### config.mk
export PLATFORM = sky130hd
export DESIGN_NAME = json_string_escaper_unit
export DESIGN_NICKNAME = d
export VERILOG_FILES = /design/src/jse_pkg.sv /design/src/jse_encoder.sv /design/src/jse_out_buffer.sv /design/src/json_string_escaper_unit.sv
export SDC_FILE = /design/constraint.sdc
export NUM_CORES = 1
export LEC_CHECK = 0
export BUFFER_PORTS_ARGS = -buffer_cell sky130_fd_sc_hd__buf_2
export CAP_MARGIN = 5
export CORE_MARGIN = 2
export CORE_UTILIZATION = 45
export CTS_CLUSTER_SIZE = 24
export DETAILED_ROUTE_END_ITERATION = 10
export SYNTH_ARGS = -nofsm -noshare
export SYNTH_HDL_FRONTEND = slang
export SYNTH_HIERARCHICAL = 1
export SYNTH_SLANG_ARGS = --single-unit
### constraint.sdc
create_clock -name i_clk -period 4.3 [get_ports i_clk]
set_input_delay 0.215 -clock i_clk [delete_from_list [all_inputs] [get_ports i_clk]]
set_output_delay 0.215 -clock i_clk [all_outputs]
set_load 0.01 [all_outputs]
### src/jse_pkg.sv
`timescale 1ns / 1ps
// ----------------------------------------------------------------------------
// JSON string escaper package
// Shared types, constants and character helpers of the escaper.
// ----------------------------------------------------------------------------
package jse_pkg;

    localparam int MAX_OUT = 8;
    localparam int CNT_W   = 4;
    localparam int BODY_W  = 3;

    localparam logic [7:0] CH_QUOTE     = 8'h22;
    localparam logic [7:0] CH_BACKSLASH = 8'h5C;
    localparam logic [7:0] CH_U         = 8'h75;
    localparam logic [7:0] CH_ZERO      = 8'h30;
    localparam logic [7:0] CH_DEL       = 8'h7F;
    localparam logic [7:0] CH_SPACE     = 8'h20;

    typedef logic [7:0] t_byte;

    typedef struct packed {
        logic [1:0] follow_left;
        logic       terminated;
        logic       seq_dropped;
    } t_state;

    typedef struct packed {
        logic  has_byte;
        t_byte byte_in;
        logic  string_start;
        logic  string_end;
    } t_item;

    function automatic t_byte short_code(input t_byte b);
        t_byte sc;
        begin
            unique case (b)
                8'h08:        sc = 8'h62;
                8'h09:        sc = 8'h74;
                8'h0A:        sc = 8'h6E;
                8'h0C:        sc = 8'h66;
                8'h0D:        sc = 8'h72;
                CH_QUOTE:     sc = CH_QUOTE;
                CH_BACKSLASH: sc = CH_BACKSLASH;
                default:      sc = 8'h00;
            endcase
            return sc;
        end
    endfunction

    function automatic t_byte hex_digit(input logic [3:0] v);
        begin
            if (v < 4'd10) begin
                return 8'h30 + {4'd0, v};
            end else begin
                return 8'h37 + {4'd0, v};
            end
        end
    endfunction

endpackage

### src/jse_encoder.sv
`timescale 1ns / 1ps
// ----------------------------------------------------------------------------
// JSON string escaper encoder
// Holds the UTF-8 sequence state and turns one item into its escaped bytes.
// ----------------------------------------------------------------------------
module jse_encoder (
    input  logic                        i_clk,
    input  logic                        i_rst_n,
    input  logic                        i_accept,
    input  jse_pkg::t_item              i_item,
    output jse_pkg::t_byte              o_bytes [jse_pkg::MAX_OUT],
    output logic [jse_pkg::CNT_W-1:0]   o_count
);

    jse_pkg::t_state r_state;
    jse_pkg::t_state n_state;
    jse_pkg::t_byte  body [jse_pkg::MAX_OUT];
    logic [jse_pkg::BODY_W-1:0] body_n;
    jse_pkg::t_byte  b;
    jse_pkg::t_byte  sc;
    logic [jse_pkg::CNT_W-1:0] pos;

    assign b  = i_item.byte_in;
    assign sc = jse_pkg::short_code(b);

    always_comb begin
        n_state = r_state;
        body_n  = '0;
        for (int i = 0; i < jse_pkg::MAX_OUT; i++) begin
            body[i] = '0;
        end
        if (i_item.string_start) begin
            n_state = '0;
        end
        if (i_item.has_byte && !n_state.terminated) begin
            if (n_state.follow_left != 2'd0) begin
                if (b == 8'h00) begin
                    n_state.seq_dropped = 1'b1;
                end
                if (!n_state.seq_dropped) begin
                    body[0] = b;
                    body_n  = 3'd1;
                end
                n_state.follow_left = n_state.follow_left - 2'd1;
                if (n_state.follow_left == 2'd0) begin
                    n_state.seq_dropped = 1'b0;
                end
            end else if (b == 8'h00) begin
                n_state.terminated = 1'b1;
            end else if (!b[7]) begin
                if (sc != 8'h00) begin
                    body[0] = jse_pkg::CH_BACKSLASH;
                    body[1] = sc;
                    body_n  = 3'd2;
                end else if (b < jse_pkg::CH_SPACE || b == jse_pkg::CH_DEL) begin
                    body[0] = jse_pkg::CH_BACKSLASH;
                    body[1] = jse_pkg::CH_U;
                    body[2] = jse_pkg::CH_ZERO;
                    body[3] = jse_pkg::CH_ZERO;
                    body[4] = jse_pkg::hex_digit(b[7:4]);
                    body[5] = jse_pkg::hex_digit(b[3:0]);
                    body_n  = 3'd6;
                end else begin
                    body[0] = b;
                    body_n  = 3'd1;
                end
            end else if ((b & 8'hE0) == 8'hC0) begin
                body[0] = b;
                body_n  = 3'd1;
                n_state.follow_left = 2'd1;
            end else if ((b & 8'hF0) == 8'hE0) begin
                body[0] = b;
                body_n  = 3'd1;
                n_state.follow_left = 2'd2;
            end else if ((b & 8'hF8) == 8'hF0) begin
                body[0] = b;
                body_n  = 3'd1;
                n_state.follow_left = 2'd3;
            end
        end
        if (i_item.string_end) begin
            n_state = '0;
        end
    end

    always_comb begin
        pos = '0;
        for (int i = 0; i < jse_pkg::MAX_OUT; i++) begin
            pos = jse_pkg::CNT_W'(i) - {3'd0, i_item.string_start};
            if (i == 0 && i_item.string_start) begin
                o_bytes[i] = jse_pkg::CH_QUOTE;
            end else if (pos < {1'b0, body_n}) begin
                o_bytes[i] = body[pos[jse_pkg::BODY_W-1:0]];
            end else begin
                o_bytes[i] = jse_pkg::CH_QUOTE;
            end
        end
    end

    assign o_count = {3'd0, i_item.string_start} + {1'b0, body_n}
                   + {3'd0, i_item.string_end};

    always_ff @(posedge i_clk) begin
        if (!i_rst_n) begin
            r_state <= '0;
        end else if (i_accept) begin
            r_state <= n_state;
        end
    end

endmodule

### src/jse_out_buffer.sv
`timescale 1ns / 1ps
// ----------------------------------------------------------------------------
// JSON string escaper output buffer
// Holds the bytes of one item and shifts them out one per transaction.
// ----------------------------------------------------------------------------
module jse_out_buffer (
    input  logic                        i_clk,
    input  logic                        i_rst_n,
    input  logic                        i_load,
    input  jse_pkg::t_byte              i_bytes [jse_pkg::MAX_OUT],
    input  logic [jse_pkg::CNT_W-1:0]   i_count,
    input  logic                        i_ready,
    output logic                        o_valid,
    output logic                        o_last,
    output jse_pkg::t_byte              o_byte,
    output logic                        o_can_load
);

    jse_pkg::t_byte            r_buf [jse_pkg::MAX_OUT];
    logic [jse_pkg::CNT_W-1:0] r_left;
    logic                      take;

    assign o_valid    = (r_left != '0);
    assign o_last     = (r_left == jse_pkg::CNT_W'(1));
    assign o_byte     = r_buf[0];
    assign take       = o_valid && i_ready;
    assign o_can_load = !o_valid || (o_last && i_ready);

    always_ff @(posedge i_clk) begin
        if (!i_rst_n) begin
            r_left <= '0;
        end else if (i_load) begin
            r_left <= i_count;
        end else if (take) begin
            r_left <= r_left - jse_pkg::CNT_W'(1);
        end
    end

    always_ff @(posedge i_clk) begin
        if (i_load) begin
            r_buf <= i_bytes;
        end else if (take) begin
            for (int i = 0; i < jse_pkg::MAX_OUT - 1; i++) begin
                r_buf[i] <= r_buf[i + 1];
            end
        end
    end

endmodule

### src/json_string_escaper_unit.sv
`timescale 1ns / 1ps
// ----------------------------------------------------------------------------
// JSON string escaper
// Turns the raw bytes of a string into quoted, escaped JSON text.
// ----------------------------------------------------------------------------
// The input channel carries one raw string byte per transaction in tdata,
// with tuser bit 0 saying the byte is present and tuser bit 1 marking the
// first item of a string; tlast marks the final item of a string. The output
// channel carries one byte of JSON text per transaction, with tlast on the
// last byte produced by an input item.
// An accepted item is encoded in the same cycle and its bytes appear on the
// output from the next cycle. A plain byte gives one output byte and items
// may be accepted in every cycle while the receiver takes every byte. An item
// that expands to N output bytes (up to eight, for quotes and six-byte
// escapes) holds the output buffer until all N have left; the next item is
// taken in the cycle in which the last of those bytes leaves. Items that
// produce nothing are taken whenever the buffer is free.
// When the receiver stalls, the current byte is held and input is refused
// until the final byte of the buffered item leaves. Reset empties the output
// buffer and clears the UTF-8 sequence and termination state.
// ----------------------------------------------------------------------------
module json_string_escaper_unit (
    input  logic       i_clk,
    input  logic       i_rst_n,
    input  logic       s_axis_tvalid,
    output logic       s_axis_tready,
    input  logic [7:0] s_axis_tdata,   // [7:0] byte_in
    input  logic [1:0] s_axis_tuser,   // [0] has_byte, [1] string_start
    input  logic       s_axis_tlast,
    output logic       m_axis_tvalid,
    input  logic       m_axis_tready,
    output logic [7:0] m_axis_tdata,   // [7:0] out_byte
    output logic       m_axis_tlast
);

    jse_pkg::t_item            item;
    jse_pkg::t_byte            enc_bytes [jse_pkg::MAX_OUT];
    logic [jse_pkg::CNT_W-1:0] enc_count;
    logic                      accept;
    logic                      can_load;

    assign item.has_byte     = s_axis_tuser[0];
    assign item.byte_in      = s_axis_tdata;
    assign item.string_start = s_axis_tuser[1];
    assign item.string_end   = s_axis_tlast;

    assign s_axis_tready = can_load;
    assign accept        = s_axis_tvalid && can_load;

    jse_encoder u_encoder (
        .i_clk    (i_clk),
        .i_rst_n  (i_rst_n),
        .i_accept (accept),
        .i_item   (item),
        .o_bytes  (enc_bytes),
        .o_count  (enc_count)
    );

    jse_out_buffer u_out_buffer (
        .i_clk      (i_clk),
        .i_rst_n    (i_rst_n),
        .i_load     (accept),
        .i_bytes    (enc_bytes),
        .i_count    (enc_count),
        .i_ready    (m_axis_tready),
        .o_valid    (m_axis_tvalid),
        .o_last     (m_axis_tlast),
        .o_byte     (m_axis_tdata),
        .o_can_load (can_load)
    );

endmodule

; ---- Word-level counts from Yosys, hierarchy flattened
; Index checks and enable logic that the tools add are counted.
[totals]
latchBits = 0
memories = 0
out_inout_bits = 11
romBits = 0
ff_bits = 72
ram_bits = 0
[op_classes]
mul = 0
muxes = 79
n_reduce_logical = 14
n_shift = 0
order_cmp = 19
eq_ne = 12
n_bitwise = 8
n_div = 0
addsub = 16
[ops]
columns = op, n
row1 = $mux 8, 32
row2 = $bmux 8 s3, 8
row3 = $mux 56, 2
row4 = $mux 48, 2
row5 = $mux 40, 2
row6 = $pmux 7 s7, 1
row7 = $eq 8x4->1 const B, 5
row8 = $mux 39, 1
row9 = $ge 4x4->1 const B, 8
row10 = $lt 4x3->1, 8
row11 = $mux 32, 1
row12 = $not 3->4, 8
row13 = $add 6x4->7 const A, 4
row14 = $mux 3, 7
row15 = $mux 4, 5
row16 = $eq 8x7->1 const B, 2
row17 = $mux 16, 1
row18 = $sub 3x1->4 const A, 4
row19 = $mux 2, 6
row20 = $mux 1, 10
row21 = $eq 8x6->1 const B, 1
row22 = $logic_not 8->1, 1
row23 = $lt 4x4->1 const B, 2
row24 = $lt 8x6->1 const B, 1
row25 = other kinds (18), 26

; ---- Logic depth before layout (Yosys ltp)
; Gate-level depths: netlist (run 1).
[depth]
word_depth = 14
ltp_mapped = 14

; ---- Cells and area by module
; The synthesis (run 1) kept the hierarchy.
[by_module_without_submodules]
columns = module, instances, area_per_inst_um2, cells_per_inst
row1 = jse_out_buffer, 1, 2941.6, 172
row2 = jse_encoder, 1, 1686.6, 248
row3 = json_string_escaper_unit, 1, 6.3, 1

; ---- Least setup slack after synthesis (run 1)
; OpenSTA, ideal clock, no wires.
[synth_timing]
path_type = reg2reg
startpoint = reg u_out_buffer/r_left[0] in the netlist's numbering
endpoint = reg u_out_buffer.r_buf (netlist bit u_out_buffer/o_byte[0]) (enable)
path_buffers = 2
t_arrival_ns = 3.262
setup_ns = 0.415
path_stages_with_launch = 10
required_ns = 3.885
path_slack_ns = 0.623
path_cell_list = dfxtp_1 inv_1 ha_1 or3b_1 buf_6 a21bo_1 and2_1 clkbuf_1 inv_1 nand2_1
[synth_between]
elab_chain_len = 5
elab_cells_between_ends = 8
[synth_lines]
columns = item, line_no
row1 = "start, declared", jse_out_buffer.sv:20  ; logic [jse_pkg::CNT_W-1:0] r_left;
row2 = "start signal, assigned", jse_out_buffer.sv:33  ; r_left <= i_count;
row3 = "start signal, assigned", jse_out_buffer.sv:35  ; r_left <= r_left - jse_pkg::CNT_W'(1);
row4 = $reduce_bool 4->1, jse_out_buffer.sv:23  ; assign o_valid = (r_left != '0);
row5 = net m_axis_tvalid, json_string_escaper_unit.sv:30  ; output logic m_axis_tvalid,
row6 = $logic_not 1->1, jse_out_buffer.sv:27  ; assign o_can_load = !o_valid || (o_last && i_ready);
row7 = $logic_or 1x1->1, jse_out_buffer.sv:27
row8 = net s_axis_tready, json_string_escaper_unit.sv:26  ; output logic s_axis_tready,
row9 = $logic_and 1x1->1, json_string_escaper_unit.sv:48  ; assign accept = s_axis_tvalid && can_load;
row10 = net accept, json_string_escaper_unit.sv:39  ; logic accept;
row11 = $reduce_bool 2->1 (no source line), -
row12 = "end signal, assigned", jse_out_buffer.sv:41  ; r_buf <= i_bytes;
row13 = "end signal, assigned by index", jse_out_buffer.sv:44  ; r_buf[i] <= r_buf[i + 1];
row14 = "end, declared", jse_out_buffer.sv:19  ; jse_pkg::t_byte r_buf [jse_pkg::MAX_OUT];
; The timed path passes the listed nets, and every way through them passes these cells.
; A chain may end at the register's enable or synchronous reset.

==> results of run 1 <==
==> routing by layer <==
| layer | up-vias | wire (um) | track usage [%] |
|---|---|---|---|
| met5 | - | 0 | 0 |
| met1 | 1540 | 4367 | 25.39 |
| met2 | 130 | 4920 | 31.80 |
| li1 | 1528 | - | - |
| met4 | 0 | 274 | 9.143 |
| met3 | 25 | 642 | 3.340 |
==> stage by stage <==
| stage | setup WS (ns) | power (uW) | hold WS [ns] |
|---|---|---|---|
| finish | 0.8613 | 2806 | 0.1589 |
| global route | 0.6474 | 2995 | 0.1807 |
| CTS | 0.9353 | 2843 | 0.1596 |
| detailed placement | 0.5697 | 2350 | 0.5097 |
| global placement | 0.6469 | 2328 | 0.5049 |
| floorplan | 0.6228 | 2155 | 0.3325 |
==> worst max-delay path, stage by stage <==
cell and delay, ns:
buf_2 0.16, inv_1 0.12, ha_1 0.21, or3b_4 0.25, nor3_2 0.07, nor3_1 0.51
nand2b_1 0.40, ha_1 0.41, a21oi_1 0.58, o21ai_1 0.22, nor4b_1 0.31, mux2_2 0.21
==> final cells by class <==
type / instances / area share [%]
Sequential cell: 72 / 42.56
Tap cell: 136 / 3.478
Inverter: 18 / 1.535
Clock inverter: 6 / 0.9207
Timing Repair Buffer: 31 / 3.478
Clock buffer: 10 / 2.609
Multi-Input combinational cell: 300 / 45.42
==> registers in the layout, summed over array words and instances (netlist names) <==
signal and count:
u_encoder/r_state 4, u_out_buffer/o_byte 8, u_out_buffer/r_buf 56, u_out_buffer/r_left 4
==> logic make-up (layout without fill, tap and decap cells) <==
family / Yosys count / in the layout / synth area share (%)
AND/OR/NAND/NOR: 125 / 125 / 14.63
XOR/XNOR: 3 / 3 / 0.5671
AO/OA/AOI/OAI: 77 / 77 / 11.69
flip-flops: 72 / 72 / 44.92
buffers and inverters: 65 / 65 / 8.504
multiplexers: 58 / 58 / 14.04
other: 1 / 17 / 0.08092
adder cells (fa/ha/maj): 20 / 20 / 5.562
==> Yosys cell counts (all sizes together), types with 4 or more instances <==
library cell / n / area, um^2
edfxtp: 64 / 1922
mux2: 56 / 630.6
buf: 43 / 304.0
nor2: 32 / 136.4
nand2: 27 / 103.9
ha: 19 / 237.7
inv: 18 / 75.07
o21ai: 17 / 85.08
a21oi: 16 / 83.83
nand3: 15 / 75.07
nor3: 10 / 65.06
dfxtp: 8 / 160.2
nand4: 8 / 50.05
nor2b: 7 / 43.79
a21o: 6 / 45.04
and2: 5 / 31.28
nand2b: 5 / 31.28
a31oi: 4 / 25.02
clkbuf: 4 / 15.01
o211ai: 4 / 30.03
==> power groups by stage <==
stage / sequential (uW) / clock, uW / combinational, uW
2_1_floorplan: 1320 / 0 / 835
3_3_place_gp: 1340 / 0 / 987
3_5_place_dp: 1350 / 0 / 999
4_1_cts: 1330 / 503 / 1010
5_1_grt: 1360 / 535 / 1100
6_report: 1330 / 489 / 990
==> how the worst min path moves through the flow <==
stage                                 startpoint                                end  slack [ns]  depth (start not counted)
5_1_grt                          s_axis_tuser[0]  u_encoder/r_state[1]$_SDFFE_PN0P_        0.18                          3
3_3_place_gp   u_encoder/r_state[1]$_SDFFE_PN0P_  u_encoder/r_state[1]$_SDFFE_PN0P_        0.50                          2
6_report                         s_axis_tuser[0]  u_encoder/r_state[1]$_SDFFE_PN0P_        0.16                          3
3_5_place_dp   u_encoder/r_state[1]$_SDFFE_PN0P_  u_encoder/r_state[1]$_SDFFE_PN0P_        0.51                          2
2_1_floorplan                            i_rst_n  u_encoder/r_state[2]$_SDFFE_PN0P_        0.33                          1
4_1_cts                          s_axis_tuser[0]  u_encoder/r_state[1]$_SDFFE_PN0P_        0.16                          3
==> impl_metrics.yaml, run 1 <==
layout:
  fin_util_pct: 48.25
  final_area_um2: 4892
  seqCellArea_um2: 2082
  multi_input_area_um2: 2222
  syn2layout_area_growth_pct: 5.562
  layout_commonest_cell: "edfxtp_1"
  drive_above_1_share_pct: 28.15
  fin_cells: 573
  final_nets: 467
  antenna_cells: 0
  layout_common_cells: "64 x edfxtp_1, 56 x mux2_2, 31 x nor2_1, 25 x buf_2, 25 x nand2_1"
  fillerInstances: 953
logic_synthesis:
  syn_area_um2: 4634
  synthArstFlopShare_pct: 0
  synth_seq_area_share_pct: 44.92
  synth.distinct_cells: 69
  synth_seq_cells: 72
  synth_cells: 421
  syn_avg_cell_area_um2: 11.01
  ys_warn_count: 6
  yosys_most_used_dff: "edfxtp_1"
  synth-edff-count: 64
clocking:
  tritoncts: "done"
  clock-root-buffer: "clkbuf_8"
  clkLatencyLatePin_ns: 0.36
  cts_post_setup_buffers_inserted: 0
  cts-resized-gates: 0
  clkTransAtPathRegs_ns: 0.08
  cts-htree-levels: 3
  numCtsBuffers: 9
  cts.path.max_buffers: 2
  hold_buffers: 0
  cts_sinks: 72
sta:
  report.final.slew_viol_count: 0
  rsz0062_at_grt: "false"
  setup_viol: 0
  hold_viol: 0
  clock.fmax_mhz: 290.8
  min_period_ns: 3.439
  relSlewSlack_pct: 39.82
  tns_ns: 0
  tightest_slew_ns: 0.9027
  fin_crit_sh_pct: 79.97
  skew_ns: 0.008711
setup_path:
  crit_path_end_kind: "register"
  reg2reg_from: "u_encoder/r_state[3]$_SDFFE_PN0P_"
  crit_type: "in2reg"
  rr_worst_depth: 9
  cp_data_required_time_ns: 4.53
  cp-endpoint: "u_out_buffer/r_buf[43]$_DFFE_PP_"
  rrSetupSlack_ns: 0.93
  cp-startpoint: "s_axis_tdata[5]"
  path_max_fanout: 9
  cp_data_arrival_time_ns: 3.67
  rr_endpoint: "u_out_buffer/r_buf[43]$_DFFE_PP_"
  start_kind: "primary input"
flow_run:
  cap_violations: 0
drt:
  dr.pass1.iters: 5
  drtAntennaViolNets: 0
  drc: 0
  drt-total-wl_mm: 10.21
  drtIter0Drc: 291
  via_count: 3223
  via_per_inst: 5.625
  routedWlPerCell_um: 17.81
power:
  ir_worst_vdd_v: 0.0004091
  intPower_uw: 1887
  power_switching_share_pct: 32.76
  powerDensity_nw_per_um2: 573.6
  seqPwrFrac_pct: 47.3
  p_comb_share_pct: 35.3
  power_switching_uw: 919.1
  power_frac_clock_pct: 17.4
  p_leak_uw: 0.001784
global_routing:
  grt_pass1_wl_mm: 16.81
  antenna_found_initial: 0
  grtUsageTotal_pct: 19.55
  grt_max_degree: 75
  grt_overflow: 0
  grt_pass1_vias: 3227
placed_design:
  dp_hpwl_mm: 7.063
  port_buffers: 25
  gp_congestion: 0.8908
  place_area_um2: 4720
  dpl.cell_count: 557
die:
  fp.dieH_um: 105.5
  core_area_um2: 10140
  io_pins: 26
  die-area_um2: 11130
  fp.dieW_um: 105.5
  rows: 37
  initial_utilization_pct: 45.71
min_path:
  worstHoldPathType: "in2reg"
status:
  outcome: "finished clean"
Note: power is estimated with default switching activity, not from simulation.
==> run 2: changes to the inputs <==
clock period = 3.3 ns   (was 4.3 ns; I/O delays follow)
==> run 2 against run 1 <==
  * Flip-flop and latch count unchanged
  * Die area unchanged
  * Clock power up 35%
  * Total power up 33%
  * Critical path type unchanged
  * Largest power group unchanged
==> impl_metrics.yaml, run 2 (synthesized netlist as in run 1, its figures left out) <==
placed_design:
  place_area_um2: 4880
  port_buffers: 25
  dp_hpwl_mm: 7.562
  gp_congestion: 0.9384
setup_path:
  cp_data_required_time_ns: 3.52
  cp_data_arrival_time_ns: 3.12
  crit_type: "in2reg"
  path_max_fanout: 5
  crit_path_end_kind: "register"
  start_kind: "primary input"
  rrSetupSlack_ns: 0.45
layout:
  layout_common_cells: "64 x edfxtp_1, 56 x mux2_2, 31 x nor2_1, 25 x buf_2, 25 x nand2_1"
  final_area_um2: 5069
  largest_register_ffs: 56
  final_nets: 485
  fin_util_pct: 49.99
  drive_above_1_share_pct: 31.21
  antenna_cells: 0
  syn2layout_area_growth_pct: 9.368
  largest_register: "u_out_buffer/r_buf"
  layout_commonest_cell: "edfxtp_1"
clocking:
  clkTransAtPathRegs_ns: 0.09
  cts.path.max_buffers: 2
  tritoncts: "done"
  cts-htree-levels: 3
  clkLatencyLatePin_ns: 0.35
  cts-resized-gates: 0
  cts_sinks: 72
  cts_post_setup_buffers_inserted: 0
  numCtsBuffers: 9
  hold_buffers: 0
  clock-root-buffer: "clkbuf_8"
power:
  fin_total_pwr_uw: 3731
  p_leak_uw: 0.001893
  powerDensity_nw_per_um2: 736.0
  ir_worst_vdd_v: 0.0005994
sta:
  fin_crit_sh_pct: 87.95
  tightest_slew_ns: 0.5503
  report.final.slew_viol_count: 0
  setup_viol: 0
  hold_viol: 0
  tns_ns: 0
  relSlewSlack_pct: 62.92
  clock.fmax_mhz: 344.5
  skew_ns: 0.009752
  min_period_ns: 2.902
  rsz0062_at_grt: "false"
global_routing:
  grtUsageTotal_pct: 19.79
  grt_pass1_wl_mm: 16.97
  grt_pass1_vias: 3195
  grt_overflow: 0
  antenna_found_initial: 0
  grt_max_degree: 57
die:
  rows: 37
  core_area_um2: 10140
  fp.dieH_um: 105.5
  io_pins: 26
  fp.dieW_um: 105.5
  die-area_um2: 11130
  initial_utilization_pct: 45.71
drt:
  via_per_inst: 5.508
  drtIter0Drc: 199
  drc: 0
  routedWlPerCell_um: 17.55
  drt-total-wl_mm: 10.37
  via_count: 3255
  drtAntennaViolNets: 0
  dr.pass1.iters: 5
status:
  outcome: "finished clean"
flow_run:
  cap_violations: 0
min_path:
  worstHoldPathType: "in2reg"
## run 2: path summary, 6_finish.rpt
| kind | from | endpoint | cells after the start |
|---|---|---|---|
| min reg2reg | u_encoder/r_state[1]$_SDFFE_PN0P_ | u_encoder/r_state[1]$_SDFFE_PN0P_ | 2 |
| max | s_axis_tdata[0] | u_out_buffer/r_buf[43]$_DFFE_PP_ | 16 |
| max reg2reg | u_encoder/r_state[3]$_SDFFE_PN0P_ | u_out_buffer/r_buf[43]$_DFFE_PP_ | 11 |
| min | s_axis_tuser[0] | u_encoder/r_state[1]$_SDFFE_PN0P_ | 3 |
## run 2: power breakdown
part | total (uW) | internal [uW] | leakage (uW) | switching [uW]
clock network | 660 | 289 | 0.0000938 | 371
logic | 1350 | 617 | 0.00113 | 732
registers | 1720 | 1610 | 0.000666 | 111
## run 2: metal layers
metal	global-route usage [%]	part of all wire (%)	vias up
li1	-	-	1571
met1	25.06	44	1590
met2	33.64	50	79
met3	3.154	4.1	15
met4	8.095	2.1	0
met5	0	0	-
## run 2: worst max-delay path, stage by stage
cell and delay (ns):
buf_2 0.09, inv_1 0.09, ha_1 0.22, nor2b_1 0.16
o31a_1 0.29, o41ai_2 0.42, a21o_1 0.16, nand2_2 0.06
inv_2 0.11, ha_1 0.18, inv_1 0.04, a21oi_1 0.20
o21ai_1 0.14, nor4b_1 0.47, buf_4 0.19, mux2_2 0.14
## run 2: cell type report
type	count	area, um^2
multi-input cells	300	2222
repair buffers	49	330.3
well taps	136	170.2
clock inverters	7	65.06
flip-flops and latches	72	2082
inverters	18	75.07
fillers	947	5070
clock buffers	9	123.9
## run 2: metrics by stage
step	worst slack, ns	hold WS (ns)	std cells
2_1_floorplan	0.1513	0.2825	437
3_3_place_gp	0.1199	0.4832	575
3_5_place_dp	0.07172	0.4886	575
4_1_cts	0.3986	0.1063	591
5_1_grt	0.1293	0.1285	591
6_report	0.3975	0.1173	591
